## config.mk

```make
export PLATFORM = sky130hd
export DESIGN_NAME = life_generation_row_engine_flat
export DESIGN_NICKNAME = d
export VERILOG_FILES = /design/src/rtl/lge_pkg.sv /design/src/rtl/lge_if.sv /design/src/rtl/lge_cell.sv /design/src/rtl/lge_row_eval.sv /design/src/rtl/lge_out_fifo.sv /design/src/rtl/life_generation_row_engine.sv /design/src/flat_wrapper.sv
export SDC_FILE = /design/constraint.sdc
export NUM_CORES = 2
export LEC_CHECK = 0
export BUFFER_PORTS_ARGS = -buffer_cell sky130_fd_sc_hd__clkbuf_2
export CAP_MARGIN = 20
export CORE_MARGIN = 5
export CORE_UTILIZATION = 30
export DETAILED_ROUTE_END_ITERATION = 6
export SETUP_SLACK_MARGIN = 0.3
export SYNTH_ARGS = -nofsm -noshare
export SYNTH_HDL_FRONTEND = slang
export SYNTH_SLANG_ARGS = --single-unit
```

## constraint.sdc

```tcl
create_clock -name clk -period 11.2 [get_ports clk]
set_input_delay 1.68 -clock clk [delete_from_list [all_inputs] [get_ports clk]]
set_output_delay 1.68 -clock clk [all_outputs]
set_load 0.02 [all_outputs]
```

## src/rtl/lge_pkg.sv

```systemverilog
// ---------------------------------------------------------------------------
// lge_pkg
// shared types and constants of the life generation row engine
// ---------------------------------------------------------------------------
package lge_pkg;

  localparam int ROW_W      = 64;
  localparam int ROW_IDX_W  = 12;
  localparam int NROWS_W    = 13;
  localparam int NCOLS_W    = 7;
  localparam int CFG_IDX_W  = 4;
  localparam int CFG_DATA_W = 13;
  localparam int OUT_DEPTH  = 4;
  localparam int OUT_PTR_W  = 2;
  localparam int OUT_CNT_W  = 3;

  typedef logic [ROW_W-1:0]      row_t;
  typedef logic [ROW_IDX_W-1:0]  row_idx_t;
  typedef logic [NROWS_W-1:0]    nrows_t;
  typedef logic [NCOLS_W-1:0]    ncols_t;
  typedef logic [CFG_IDX_W-1:0]  cfg_idx_t;
  typedef logic [CFG_DATA_W-1:0] cfg_data_t;
  typedef logic [3:0]            nbr_t;
  typedef logic [OUT_PTR_W-1:0]  out_ptr_t;
  typedef logic [OUT_CNT_W-1:0]  out_cnt_t;

  localparam cfg_idx_t CFG_NUM_ROWS = cfg_idx_t'(0);
  localparam cfg_idx_t CFG_NUM_COLS = cfg_idx_t'(1);

  localparam nrows_t NUM_ROWS_RESET = nrows_t'(1);
  localparam ncols_t NUM_COLS_RESET = ncols_t'(64);

  // b3/s23
  localparam nbr_t BIRTH_COUNT   = nbr_t'(3);
  localparam nbr_t SURVIVE_COUNT = nbr_t'(2);

  typedef struct packed {
    logic changed;
    logic alive;
  } eval_flags_t;

  typedef struct packed {
    row_t     next_row;
    row_idx_t row_index;
    logic     last;
    logic     stable;
  } result_t;

  typedef struct packed {
    logic room_two;
    logic not_empty;
  } fifo_status_t;

endpackage

```

## src/rtl/lge_if.sv

```systemverilog
// ---------------------------------------------------------------------------
// lge channel interfaces
// row input, result output and configuration write channels
// ---------------------------------------------------------------------------
interface lge_row_if;
  logic            valid;
  logic            ready;
  lge_pkg::row_t   row_cells;

  modport source (output valid, output row_cells, input ready);
  modport sink   (input valid, input row_cells, output ready);
endinterface

interface lge_result_if;
  logic              valid;
  logic              ready;
  lge_pkg::row_t     next_row;
  lge_pkg::row_idx_t row_index;
  logic              last;
  logic              stable;

  modport source (output valid, output next_row, output row_index, output last,
                  output stable, input ready);
  modport sink   (input valid, input next_row, input row_index, input last,
                  input stable, output ready);
endinterface

interface lge_cfg_if;
  logic               valid;
  logic               ready;
  lge_pkg::cfg_idx_t  index;
  lge_pkg::cfg_data_t data;

  modport source (output valid, output index, output data, input ready);
  modport sink   (input valid, input index, input data, output ready);
endinterface

```

## src/rtl/lge_cell.sv

```systemverilog
// ---------------------------------------------------------------------------
// lge_cell
// one cell lane: neighbor count and b3/s23 rule
// ---------------------------------------------------------------------------
module lge_cell (
  input  logic [2:0] up,
  input  logic [2:0] mid,
  input  logic [2:0] down,
  output logic       next
);

  lge_pkg::nbr_t nbrs;

  assign nbrs = lge_pkg::nbr_t'(up[0]) + lge_pkg::nbr_t'(up[1]) + lge_pkg::nbr_t'(up[2])
              + lge_pkg::nbr_t'(mid[0]) + lge_pkg::nbr_t'(mid[2])
              + lge_pkg::nbr_t'(down[0]) + lge_pkg::nbr_t'(down[1])
              + lge_pkg::nbr_t'(down[2]);

  assign next = (nbrs == lge_pkg::BIRTH_COUNT)
             || (mid[1] && (nbrs == lge_pkg::SURVIVE_COUNT));

endmodule

```

## src/rtl/lge_row_eval.sv

```systemverilog
// ---------------------------------------------------------------------------
// lge_row_eval
// row of cell lanes plus merge of per-lane change and live flags
// ---------------------------------------------------------------------------
module lge_row_eval #(
  parameter int COLS = 64
) (
  input  logic [COLS-1:0]      up,
  input  logic [COLS-1:0]      mid,
  input  logic [COLS-1:0]      down,
  input  logic [COLS-1:0]      mask,
  output logic [COLS-1:0]      next_row,
  output lge_pkg::eval_flags_t flags
);

  logic [COLS+1:0] up_pad;
  logic [COLS+1:0] mid_pad;
  logic [COLS+1:0] down_pad;
  logic [COLS-1:0] raw;

  // dead cells beyond both edges
  assign up_pad   = {1'b0, up & mask, 1'b0};
  assign mid_pad  = {1'b0, mid & mask, 1'b0};
  assign down_pad = {1'b0, down & mask, 1'b0};

  for (genvar c = 0; c < COLS; c++) begin : g_lane
    lge_cell u_cell (
      .up   (up_pad[c+2:c]),
      .mid  (mid_pad[c+2:c]),
      .down (down_pad[c+2:c]),
      .next (raw[c])
    );
  end

  assign next_row      = raw & mask;
  assign flags.changed = |(next_row ^ (mid & mask));
  assign flags.alive   = |next_row;

endmodule

```

## src/rtl/lge_out_fifo.sv

```systemverilog
// ---------------------------------------------------------------------------
// lge_out_fifo
// small result queue, up to two writes and one read per cycle
// ---------------------------------------------------------------------------
module lge_out_fifo (
  input  logic                  clk,
  input  logic                  rst,
  input  logic                  push0,
  input  lge_pkg::result_t      push0_data,
  input  logic                  push1,
  input  lge_pkg::result_t      push1_data,
  input  logic                  pop,
  output lge_pkg::result_t      head,
  output lge_pkg::fifo_status_t status
);

  lge_pkg::result_t  entries [lge_pkg::OUT_DEPTH];
  lge_pkg::out_ptr_t wr_ptr;
  lge_pkg::out_ptr_t rd_ptr;
  lge_pkg::out_cnt_t count;
  lge_pkg::out_cnt_t count_next;

  assign count_next = count + lge_pkg::out_cnt_t'(push0) + lge_pkg::out_cnt_t'(push1)
                    - lge_pkg::out_cnt_t'(pop);

  always_ff @(posedge clk) begin
    if (rst) begin
      wr_ptr <= '0;
      rd_ptr <= '0;
      count  <= '0;
    end else begin
      wr_ptr <= wr_ptr + lge_pkg::out_ptr_t'(push0) + lge_pkg::out_ptr_t'(push1);
      rd_ptr <= rd_ptr + lge_pkg::out_ptr_t'(pop);
      count  <= count_next;
    end
  end

  always_ff @(posedge clk) begin
    if (push0) begin
      entries[wr_ptr] <= push0_data;
    end
    if (push1) begin
      entries[wr_ptr + lge_pkg::out_ptr_t'(1)] <= push1_data;
    end
  end

  assign head             = entries[rd_ptr];
  assign status.not_empty = (count != '0);
  assign status.room_two  = (count <= lge_pkg::out_cnt_t'(lge_pkg::OUT_DEPTH - 2));

endmodule

```

## src/rtl/life_generation_row_engine.sv

```systemverilog
// ---------------------------------------------------------------------------
// life_generation_row_engine
// streaming b3/s23 game of life, one board row per transfer
// ---------------------------------------------------------------------------
// usage:
//   cfg     : register writes (index 0 = num_rows, index 1 = num_cols), always
//             ready; write only while no board is in flight
//   rows    : one row per transfer, top to bottom, bit c = column c
//   results : next-generation rows with row_index, last and stable
// a row's result leaves once the row below it has arrived; the final row of
// a board with more than one row gives two results (the row above it and
// itself), the first row of such a board gives none
// a result is written to the result buffer when the row that causes it is taken
// throughput: one row per cycle while rows is ready, all cells of a row
//   evaluated in parallel lanes
// results queue in a 4-entry buffer; rows stays ready while two entries are
// free, so a stalled receiver stops rows once three results wait
// reset: num_rows = 1, num_cols = 64, stored rows, counter and flags clear,
//   result buffer empty
// ---------------------------------------------------------------------------
module life_generation_row_engine #(
  parameter int MAX_COLS = 64,
  parameter int MAX_ROWS = 4096
) (
  input  logic       clk,
  input  logic       rst,
  lge_cfg_if.sink    cfg,
  lge_row_if.sink    rows,
  lge_result_if.source results
);

  localparam int CNT_W = $clog2(MAX_ROWS);
  localparam int CMP_W = (CNT_W + 1 > lge_pkg::NROWS_W) ? CNT_W + 1 : lge_pkg::NROWS_W;

  lge_pkg::nrows_t num_rows;
  lge_pkg::ncols_t num_cols;

  logic [MAX_COLS-1:0] upper_row;
  logic [MAX_COLS-1:0] middle_row;
  logic [CNT_W-1:0]    row_counter;
  logic                change_seen;
  logic                alive_seen;

  logic [MAX_COLS-1:0] mask;
  logic [MAX_COLS-1:0] cur;
  logic [MAX_COLS-1:0] nxt_mid;
  logic [MAX_COLS-1:0] nxt_fin;
  lge_pkg::eval_flags_t flags_mid;
  lge_pkg::eval_flags_t flags_fin;

  lge_pkg::nrows_t     rows_eff;
  logic [CMP_W-1:0]    cnt_p1;
  logic                is_last;
  logic                has_mid;
  logic                accept;
  logic                change_any;
  logic                alive_any;

  lge_pkg::result_t      res_mid;
  lge_pkg::result_t      res_fin;
  lge_pkg::result_t      head;
  lge_pkg::fifo_status_t fifo_stat;

  // configuration
  assign cfg.ready = 1'b1;

  always_ff @(posedge clk) begin
    if (rst) begin
      num_rows <= lge_pkg::NUM_ROWS_RESET;
      num_cols <= lge_pkg::NUM_COLS_RESET;
    end else if (cfg.valid && cfg.ready) begin
      case (cfg.index)
        lge_pkg::CFG_NUM_ROWS: num_rows <= lge_pkg::nrows_t'(cfg.data);
        lge_pkg::CFG_NUM_COLS: num_cols <= lge_pkg::ncols_t'(cfg.data);
        default: ;
      endcase
    end
  end

  // column mask, column 0 always in use
  for (genvar c = 0; c < MAX_COLS; c++) begin : g_mask
    assign mask[c] = (c == 0) || (lge_pkg::ncols_t'(c) < num_cols);
  end

  assign cur = rows.row_cells[MAX_COLS-1:0] & mask;

  assign rows_eff = (num_rows == '0) ? lge_pkg::nrows_t'(1) : num_rows;
  assign cnt_p1   = CMP_W'(row_counter) + CMP_W'(1);
  assign is_last  = (cnt_p1 >= CMP_W'(rows_eff)) || (cnt_p1 >= CMP_W'(MAX_ROWS));
  assign has_mid  = (row_counter != '0);

  assign rows.ready = fifo_stat.room_two;
  assign accept     = rows.valid && rows.ready;

  lge_row_eval #(.COLS(MAX_COLS)) u_eval_mid (
    .up       (upper_row),
    .mid      (middle_row),
    .down     (cur),
    .mask     (mask),
    .next_row (nxt_mid),
    .flags    (flags_mid)
  );

  lge_row_eval #(.COLS(MAX_COLS)) u_eval_fin (
    .up       (middle_row),
    .mid      (cur),
    .down     ({MAX_COLS{1'b0}}),
    .mask     (mask),
    .next_row (nxt_fin),
    .flags    (flags_fin)
  );

  assign change_any = change_seen || (has_mid && flags_mid.changed) || flags_fin.changed;
  assign alive_any  = alive_seen || (has_mid && flags_mid.alive) || flags_fin.alive;

  assign res_mid.next_row  = lge_pkg::row_t'(nxt_mid);
  assign res_mid.row_index = lge_pkg::row_idx_t'(row_counter - CNT_W'(1));
  assign res_mid.last      = 1'b0;
  assign res_mid.stable    = 1'b0;

  assign res_fin.next_row  = lge_pkg::row_t'(nxt_fin);
  assign res_fin.row_index = lge_pkg::row_idx_t'(row_counter);
  assign res_fin.last      = 1'b1;
  assign res_fin.stable    = !change_any || !alive_any;

  always_ff @(posedge clk) begin
    if (rst) begin
      upper_row   <= '0;
      middle_row  <= '0;
      row_counter <= '0;
      change_seen <= 1'b0;
      alive_seen  <= 1'b0;
    end else if (accept) begin
      if (is_last) begin
        upper_row   <= '0;
        middle_row  <= '0;
        row_counter <= '0;
        change_seen <= 1'b0;
        alive_seen  <= 1'b0;
      end else begin
        upper_row   <= middle_row;
        middle_row  <= cur;
        row_counter <= row_counter + CNT_W'(1);
        change_seen <= change_seen || (has_mid && flags_mid.changed);
        alive_seen  <= alive_seen || (has_mid && flags_mid.alive);
      end
    end
  end

  lge_out_fifo u_out_fifo (
    .clk        (clk),
    .rst        (rst),
    .push0      (accept && (has_mid || is_last)),
    .push0_data (has_mid ? res_mid : res_fin),
    .push1      (accept && has_mid && is_last),
    .push1_data (res_fin),
    .pop        (results.valid && results.ready),
    .head       (head),
    .status     (fifo_stat)
  );

  assign results.valid     = fifo_stat.not_empty;
  assign results.next_row  = head.next_row;
  assign results.row_index = head.row_index;
  assign results.last      = head.last;
  assign results.stable    = head.stable;

  // end of board returns the counter to the top
  a_last_clears: assert property (@(posedge clk) disable iff (rst)
    accept && is_last |=> row_counter == '0)
    else $error("row counter not cleared after final row");

  // inner rows advance the counter by one
  a_count_step: assert property (@(posedge clk) disable iff (rst)
    accept && !is_last |=> row_counter == CNT_W'($past(row_counter) + CNT_W'(1)))
    else $error("row counter did not advance");

  // stable only accompanies the final row
  a_stable_last: assert property (@(posedge clk) disable iff (rst)
    results.valid && !results.last |-> !results.stable)
    else $error("stable set on a non-final result");

  // a row that produces results always finds buffer room
  a_room: assert property (@(posedge clk) disable iff (rst)
    rows.valid && rows.ready |-> fifo_stat.room_two)
    else $error("row taken without buffer room");

endmodule
```

## src/flat_wrapper.sv

```systemverilog
// flat-port wrapper written by rule: the top's interface ports become plain ports
module life_generation_row_engine_flat 
#(
  parameter int MAX_COLS = 64,
  parameter int MAX_ROWS = 4096
)
  (clk, rst, cfg_valid, cfg_index, cfg_data, cfg_ready, rows_valid, rows_row_cells, rows_ready, results_valid, results_next_row, results_row_index, results_last, results_stable, results_ready);
  lge_cfg_if cfg_i ();
  lge_row_if rows_i ();
  lge_result_if results_i ();
  input  logic clk;
  input  logic rst;
  input wire logic [$bits(cfg_i.valid)-1:0] cfg_valid;
  input wire logic [$bits(cfg_i.index)-1:0] cfg_index;
  input wire logic [$bits(cfg_i.data)-1:0] cfg_data;
  output wire logic [$bits(cfg_i.ready)-1:0] cfg_ready;
  input wire logic [$bits(rows_i.valid)-1:0] rows_valid;
  input wire logic [$bits(rows_i.row_cells)-1:0] rows_row_cells;
  output wire logic [$bits(rows_i.ready)-1:0] rows_ready;
  output wire logic [$bits(results_i.valid)-1:0] results_valid;
  output wire logic [$bits(results_i.next_row)-1:0] results_next_row;
  output wire logic [$bits(results_i.row_index)-1:0] results_row_index;
  output wire logic [$bits(results_i.last)-1:0] results_last;
  output wire logic [$bits(results_i.stable)-1:0] results_stable;
  input wire logic [$bits(results_i.ready)-1:0] results_ready;
  assign cfg_i.valid = cfg_valid;
  assign cfg_i.index = cfg_index;
  assign cfg_i.data = cfg_data;
  assign cfg_ready = cfg_i.ready;
  assign rows_i.valid = rows_valid;
  assign rows_i.row_cells = rows_row_cells;
  assign rows_ready = rows_i.ready;
  assign results_valid = results_i.valid;
  assign results_next_row = results_i.next_row;
  assign results_row_index = results_i.row_index;
  assign results_last = results_i.last;
  assign results_stable = results_i.stable;
  assign results_i.ready = results_ready;
  life_generation_row_engine #(.MAX_COLS(MAX_COLS), .MAX_ROWS(MAX_ROWS)) u_core (.clk(clk), .rst(rst), .cfg(cfg_i), .rows(rows_i), .results(results_i));
endmodule
```

Word level (Yosys, flattened, before mapping) --
Memories as Yosys holds them, arrays and structs flattened. A register that Yosys moved wholly into a read port is not among the register bits. Cells that the tools add are included.
Word-level totals: output and inout bits 81, register bits 169, memories kept 1, memory bits (writable) 312, word-level logic and storage cells 1338, input bits 86
Cells by class: bitwise logic cells 8, reductions and logical operators 282, $lt $le $gt $ge 66, eq/ne operators 257, add/sub/neg operators 702, mux-type cells 12
Memories:
- u_core.u_out_fifo.entries | words 4, bits a word 78, rd ports 1, clocked after memory_dff 1, write ports 2, line lge_out_fifo.sv:17 | lge_pkg::result_t entries [lge_pkg::OUT_DEPTH];
Operators by type and width (count):
- 4-bit by 1-bit adder with 4-bit output | 440
- 4-bit by 2-bit == test with 1-bit output, second input constant | 256
- 64-bit bitwise AND | 6
- 2-bit by 1-bit adder with 3-bit output | 126
- 64-bit OR reduction | 4
- 1-bit by 1-bit adder with 2-bit output | 126
- 6-bit by 7-bit less-than comparator with 1-bit output, first input constant | 32
- 1-bit logical AND | 135
- 1-bit logical OR | 135
- 64-bit two-way mux | 2
- 64-bit XOR | 2
- 5-bit by 7-bit less-than comparator with 1-bit output, first input constant | 16
- 78-bit two-way mux | 1
- 4-bit by 7-bit less-than comparator with 1-bit output, first input constant | 8
- 3-bit by 7-bit less-than comparator with 1-bit output, first input constant | 4
- 2-bit by 7-bit less-than comparator with 1-bit output, first input constant | 2
- 12-bit by 1-bit adder with 13-bit output, second input constant | 1
- 13-bit >= comparator | 1
- 13-bit >= comparator, second input constant | 1
- 13-bit logical NOT | 1
- 13-bit two-way mux | 1
- 12-bit by 1-bit adder with 12-bit output, second input constant | 1
- 12-bit two-way mux | 1
- 12-bit nonzero test | 1
- 14 further kinds | 24

Logic depth before layout (Yosys ltp) --
depth in word-level cells 21, gate-level depth with buffers 26, mapped depth without buffers 23

Modules after synthesis --
Synthesis repeated with hierarchy kept, for this count alone.
Second synthesis, totals: cells, all modules 5908, area total of the unflattened synthesis 53622.7 µm²
Modules (own cells, without submodules):
- lge_out_fifo | cells each 797, instances 1, area an instance 15383.5 µm²
- lge_cell at u_core.u_eval_fin.g_lane[0].u_cell ... | cells each 23, instances 75, area an instance 185.2 µm²
- lge_cell at u_core.u_eval_mid.g_lane[1].u_cell ... | cells each 23, instances 53, area an instance 200.2 µm²
- life_generation_row_engine | cells each 1231, instances 1, area an instance 8578.2 µm²
- lge_row_eval | cells each 468, instances 2, area an instance 2581.2 µm²

Worst setup path before layout --
No wires, ideal clock.
kind reg2reg, from register u_core.num_cols[6], to memory u_core.u_out_fifo.entries[3][0] (netlist name) (data pin), library setup time 150 ps, path buffers 4, arrival time 5721 ps, stages on the path, launching flop included 25, setup slack 5329 ps, clock period less this slack 5871 ps, path through dfxtp_1 buf_4 buf_6 clkbuf_1 buf_2 a211oi_1 a21oi_1 nand2_1 xor2_1 ha_1 inv_1 fa_1 fa_1 inv_1 ha_1 fa_1 and4b_1 a22oi_1 nor3_1 or4_1 nor4_1 nand4_1 o32ai_1 nand4_1 a21oi_1
RTL lines:
- from (decl) | line life_generation_row_engine.sv:36 | lge_pkg::ncols_t num_cols;
- from (signal assigned) | line life_generation_row_engine.sv:70 | num_cols <= lge_pkg::NUM_COLS_RESET;
- from (signal assigned) | line life_generation_row_engine.sv:74 | lge_pkg::CFG_NUM_COLS: num_cols <= lge_pkg::ncols_t'(cfg.data);
- to (decl) | line lge_out_fifo.sv:17

==> results.ini <==
[sta]
finalClockSkew_ps = 39.1
finalCritPeriodShare = 0.700
setup_slack_ps = 3360
maxSlewViolCount = 0
max_freq_ghz = 0.128
maxSlewHeadroom = 0.00690
finalSetupTns_ps = 0
holdWs_ps = 447
finalCriticalPeriod_ps = 7840
worst_pin_slew_ps = 1480
rsz0062_at_grt = no
final-hold-violation-count = 0
finalSetupViolCount = 0

[route]
vias = 36200
via_per_inst = 5.60
wl_per_cell_um = 25.7
drtAntennaViolNets = 0
drc_errors = 0
first_pass_iters = 6
routed_wl_um = 166000
drtIter0Drc = 4318

[worst_setup_path]
ff2ff_path_depth = 20
cp-startpoint = u_core.num_cols[6]
critPathRequiredTime_ps = 11700
crit_type = reg -> reg
r2r-start = u_core.num_cols[6]
cp-end-kind = flip-flop
reg2reg_to = u_core.u_out_fifo.entries[3][0]
endpoint = u_core.u_out_fifo.entries[3][0]
startpoint_type = flip-flop
cp_max_fo = 44
cp.arrival_ps = 8340
r2r_setup_slack_ps = 3360

[placement]
port_buffers = 165
dp_hpwl_um = 130000
dp_slack_ps = 3570
gp_congestion = 1.07
placed_area_um2 = 45300

[floorplan]
fp.dieH_um = 386
io_pins = 167
die_w_um = 386
rows = 138
die-area_um2 = 149000
start_util = 0.301
fp.coreArea_um2 = 141000

[layout]
syn_to_final_growth_pct = 11.3
fill_cells = 14600
final_common_cell = inv_1
fin_area_um2 = 47300
nets = 5256
layout_common_cells = inv_1, nand2_1, ha_1, fa_1, edfxtp_1
final_layout_size_suffix_gt1_frac = 0.101

[clocking]
cts_tree = built
clock_path_buffers = 3
clk_latency_ps = 670
cts_resized = 0
post_cts.repair.setup_buffers = 0
htreeDepth = 2
clk_pin_slew_ps = 70
cts_made_buffers = 55
root_buffer = clkbuf_16
cts.hold.buffers_added = 0
cts.sinks = 481

[synthesis]
ys_seq_elements = 481
synth_xor_area_frac = 0.0134
synth_cell_types = 93
synth_top_family_by_area = adder cells
synthSimpleGateAreaFrac = 0.173
synthMuxAreaShare = 0.0565
syn-cell-area_um2 = 42500
synthAdderAreaFrac = 0.251
synth_nets = 5198
yosysTopAreaCell = edfxtp_1
async_reset_ff_frac = 0
avgSynthCellArea_um2 = 9.54
synth_area_leaders = edfxtp_1, fa_1, ha_1, dfxtp_1, inv_1
synthFlopType = edfxtp_1
synth_top_area_share = 0.218
ys_warn_count = 0
seq_area_frac_synth = 0.299
synth_cells = 4454
synth_edf_count = 308
synth_compound_area_frac = 0.136

[power]
p_leak_nw = 20.6
p_per_area_nw_per_um2 = 134
vdd_drop_max_mv = 0.148

[grt]
first_global_vias = 34500
track_usage = 0.217
grt_pass1_wl_um = 240000
grt_max_degree = 112
overflow = 0
antenna_found_initial = 29

[outcome]
status = complete, but fails checks
violations = capacitance limit

[flow_run]
maxCapViolCount = 1

[min_path]
hold_class = reg -> reg
hold_depth = 2

==> area by class of cell <==
| type | instances | area (µm²) | area share |
|---|---|---|---|
| Antenna cell | 14 | 35.0 | 0.000740 |
| Timing Repair Buffer | 212 | 1200 | 0.0255 |
| Sequential cell | 481 | 12700 | 0.269 |
| Inverter | 576 | 2160 | 0.0457 |
| Multi-Input combinational cell | 3186 | 26900 | 0.569 |
| Clock buffer | 76 | 1570 | 0.0331 |
| Tap cell | 1890 | 2360 | 0.0500 |
| Clock inverter | 27 | 348 | 0.00735 |
==> critical path, stage by stage (launching register included) <==
cell,delay [ps]
dfxtp_2,1020
nor2_2,370
a21oi_1,740
nand2_1,350
xor2_1,220
ha_1,280
inv_1,40
fa_1,450
fa_1,490
inv_1,40
ha_1,190
fa_1,450
and4b_1,190
a22oi_1,430
nor3_1,170
or4_1,570
nor4_1,600
nand4_1,220
o32ai_1,380
nand4_1,240
a21oi_1,190
==> flip-flops by register name, indices dropped and copies added, names as in the netlist <==
name / cells
u_core.alive_seen: 1
u_core.change_seen: 1
u_core.middle_row: 64
u_core.num_cols: 7
u_core.num_rows: 13
u_core.row_counter: 12
u_core.u_out_fifo.count: 3
u_core.u_out_fifo.entries: 312
u_core.u_out_fifo.rd_ptr: 2
u_core.u_out_fifo.wr_ptr: 2
u_core.upper_row: 64
==> per-stage QoR <==
step / total power (W) / instances / util
floorplan: 0.00356 / 4454 / -
global placement: 0.00440 / 6339 / 0.321
detailed placement: 0.00443 / 6340 / 0.321
CTS: 0.00637 / 6443 / 0.334
global route: 0.00661 / 6449 / 0.335
finish: 0.00636 / 6462 / 0.335
==> synth_stat cells (16+ instances only) <==
| master | number |
|---|---|
| inv_1 | 576 |
| nand2_1 | 432 |
| ha_1 | 332 |
| fa_1 | 326 |
| edfxtp_1 | 308 |
| o22ai_1 | 276 |
| a21oi_1 | 270 |
| nor2_1 | 246 |
| nand3_1 | 178 |
| dfxtp_1 | 173 |
| clkbuf_1 | 147 |
| mux4_2 | 78 |
| nand2b_1 | 71 |
| nor2b_1 | 71 |
| o21ai_0 | 69 |
| or3_1 | 64 |
| nor3_1 | 55 |
| nor3b_1 | 47 |
| xor2_1 | 47 |
| o21bai_1 | 45 |
| mux2i_1 | 44 |
| buf_1 | 42 |
| and4b_1 | 40 |
| a21o_1 | 35 |
| nand4_1 | 35 |
| nor4_1 | 31 |
| a22o_1 | 21 |
| and2_1 | 21 |
| nor4b_1 | 20 |
| o32ai_1 | 20 |
| mux2_2 | 18 |
| xnor2_1 | 18 |
| and3_1 | 16 |
| buf_2 | 16 |
| o211ai_1 | 16 |
==> worst min path at each step <==
stage,slack (ps),start,to
after floorplan,420,u_core.u_out_fifo.entries[3][1],u_core.u_out_fifo.entries[3][1]
after CTS,440,u_core.u_out_fifo.entries[3][1],u_core.u_out_fifo.entries[3][1]
after global routing,460,u_core.upper_row[63],u_core.upper_row[63]
after global placement,430,u_core.u_out_fifo.entries[3][1],u_core.u_out_fifo.entries[3][1]
after detailed placement,430,u_core.u_out_fifo.entries[3][1],u_core.u_out_fifo.entries[3][1]
final,450,u_core.u_out_fifo.entries[3][1],u_core.u_out_fifo.entries[3][1]
==> report_power, final <==
part / internal [W] / switching, W / total (W)
clock network: 0.00112 / 0.000817 / 0.00194
registers: 0.00206 / 0.0000702 / 0.00213
logic: 0.000715 / 0.00157 / 0.00229
total: 0.00390 / 0.00246 / 0.00636
==> metal layers <==
| layer | vias up | routed length (µm) | GRT usage |
|---|---|---|---|
| met2 | 1875 | 71200 | 0.322 |
| met5 | - | 104 | 0 |
| met4 | 18 | 10400 | 0.115 |
| li1 | 16000 | - | - |
| met3 | 355 | 17900 | 0.0554 |
| met1 | 17900 | 66600 | 0.291 |
==> kinds of logic (layout without fill, tap and decap cells) <==
group / after synthesis / after routing
buffers and inverters: 787 / 891
DFF: 481 / 481
AOI/OAI and AO/OA: 903 / 903
and+or+nand+nor: 1419 / 1419
xor gates and xnor gates: 65 / 65
other: 1 / 15
adders and majority gates: 658 / 658
muxes: 140 / 140
(Power assumes the default switching activity.)
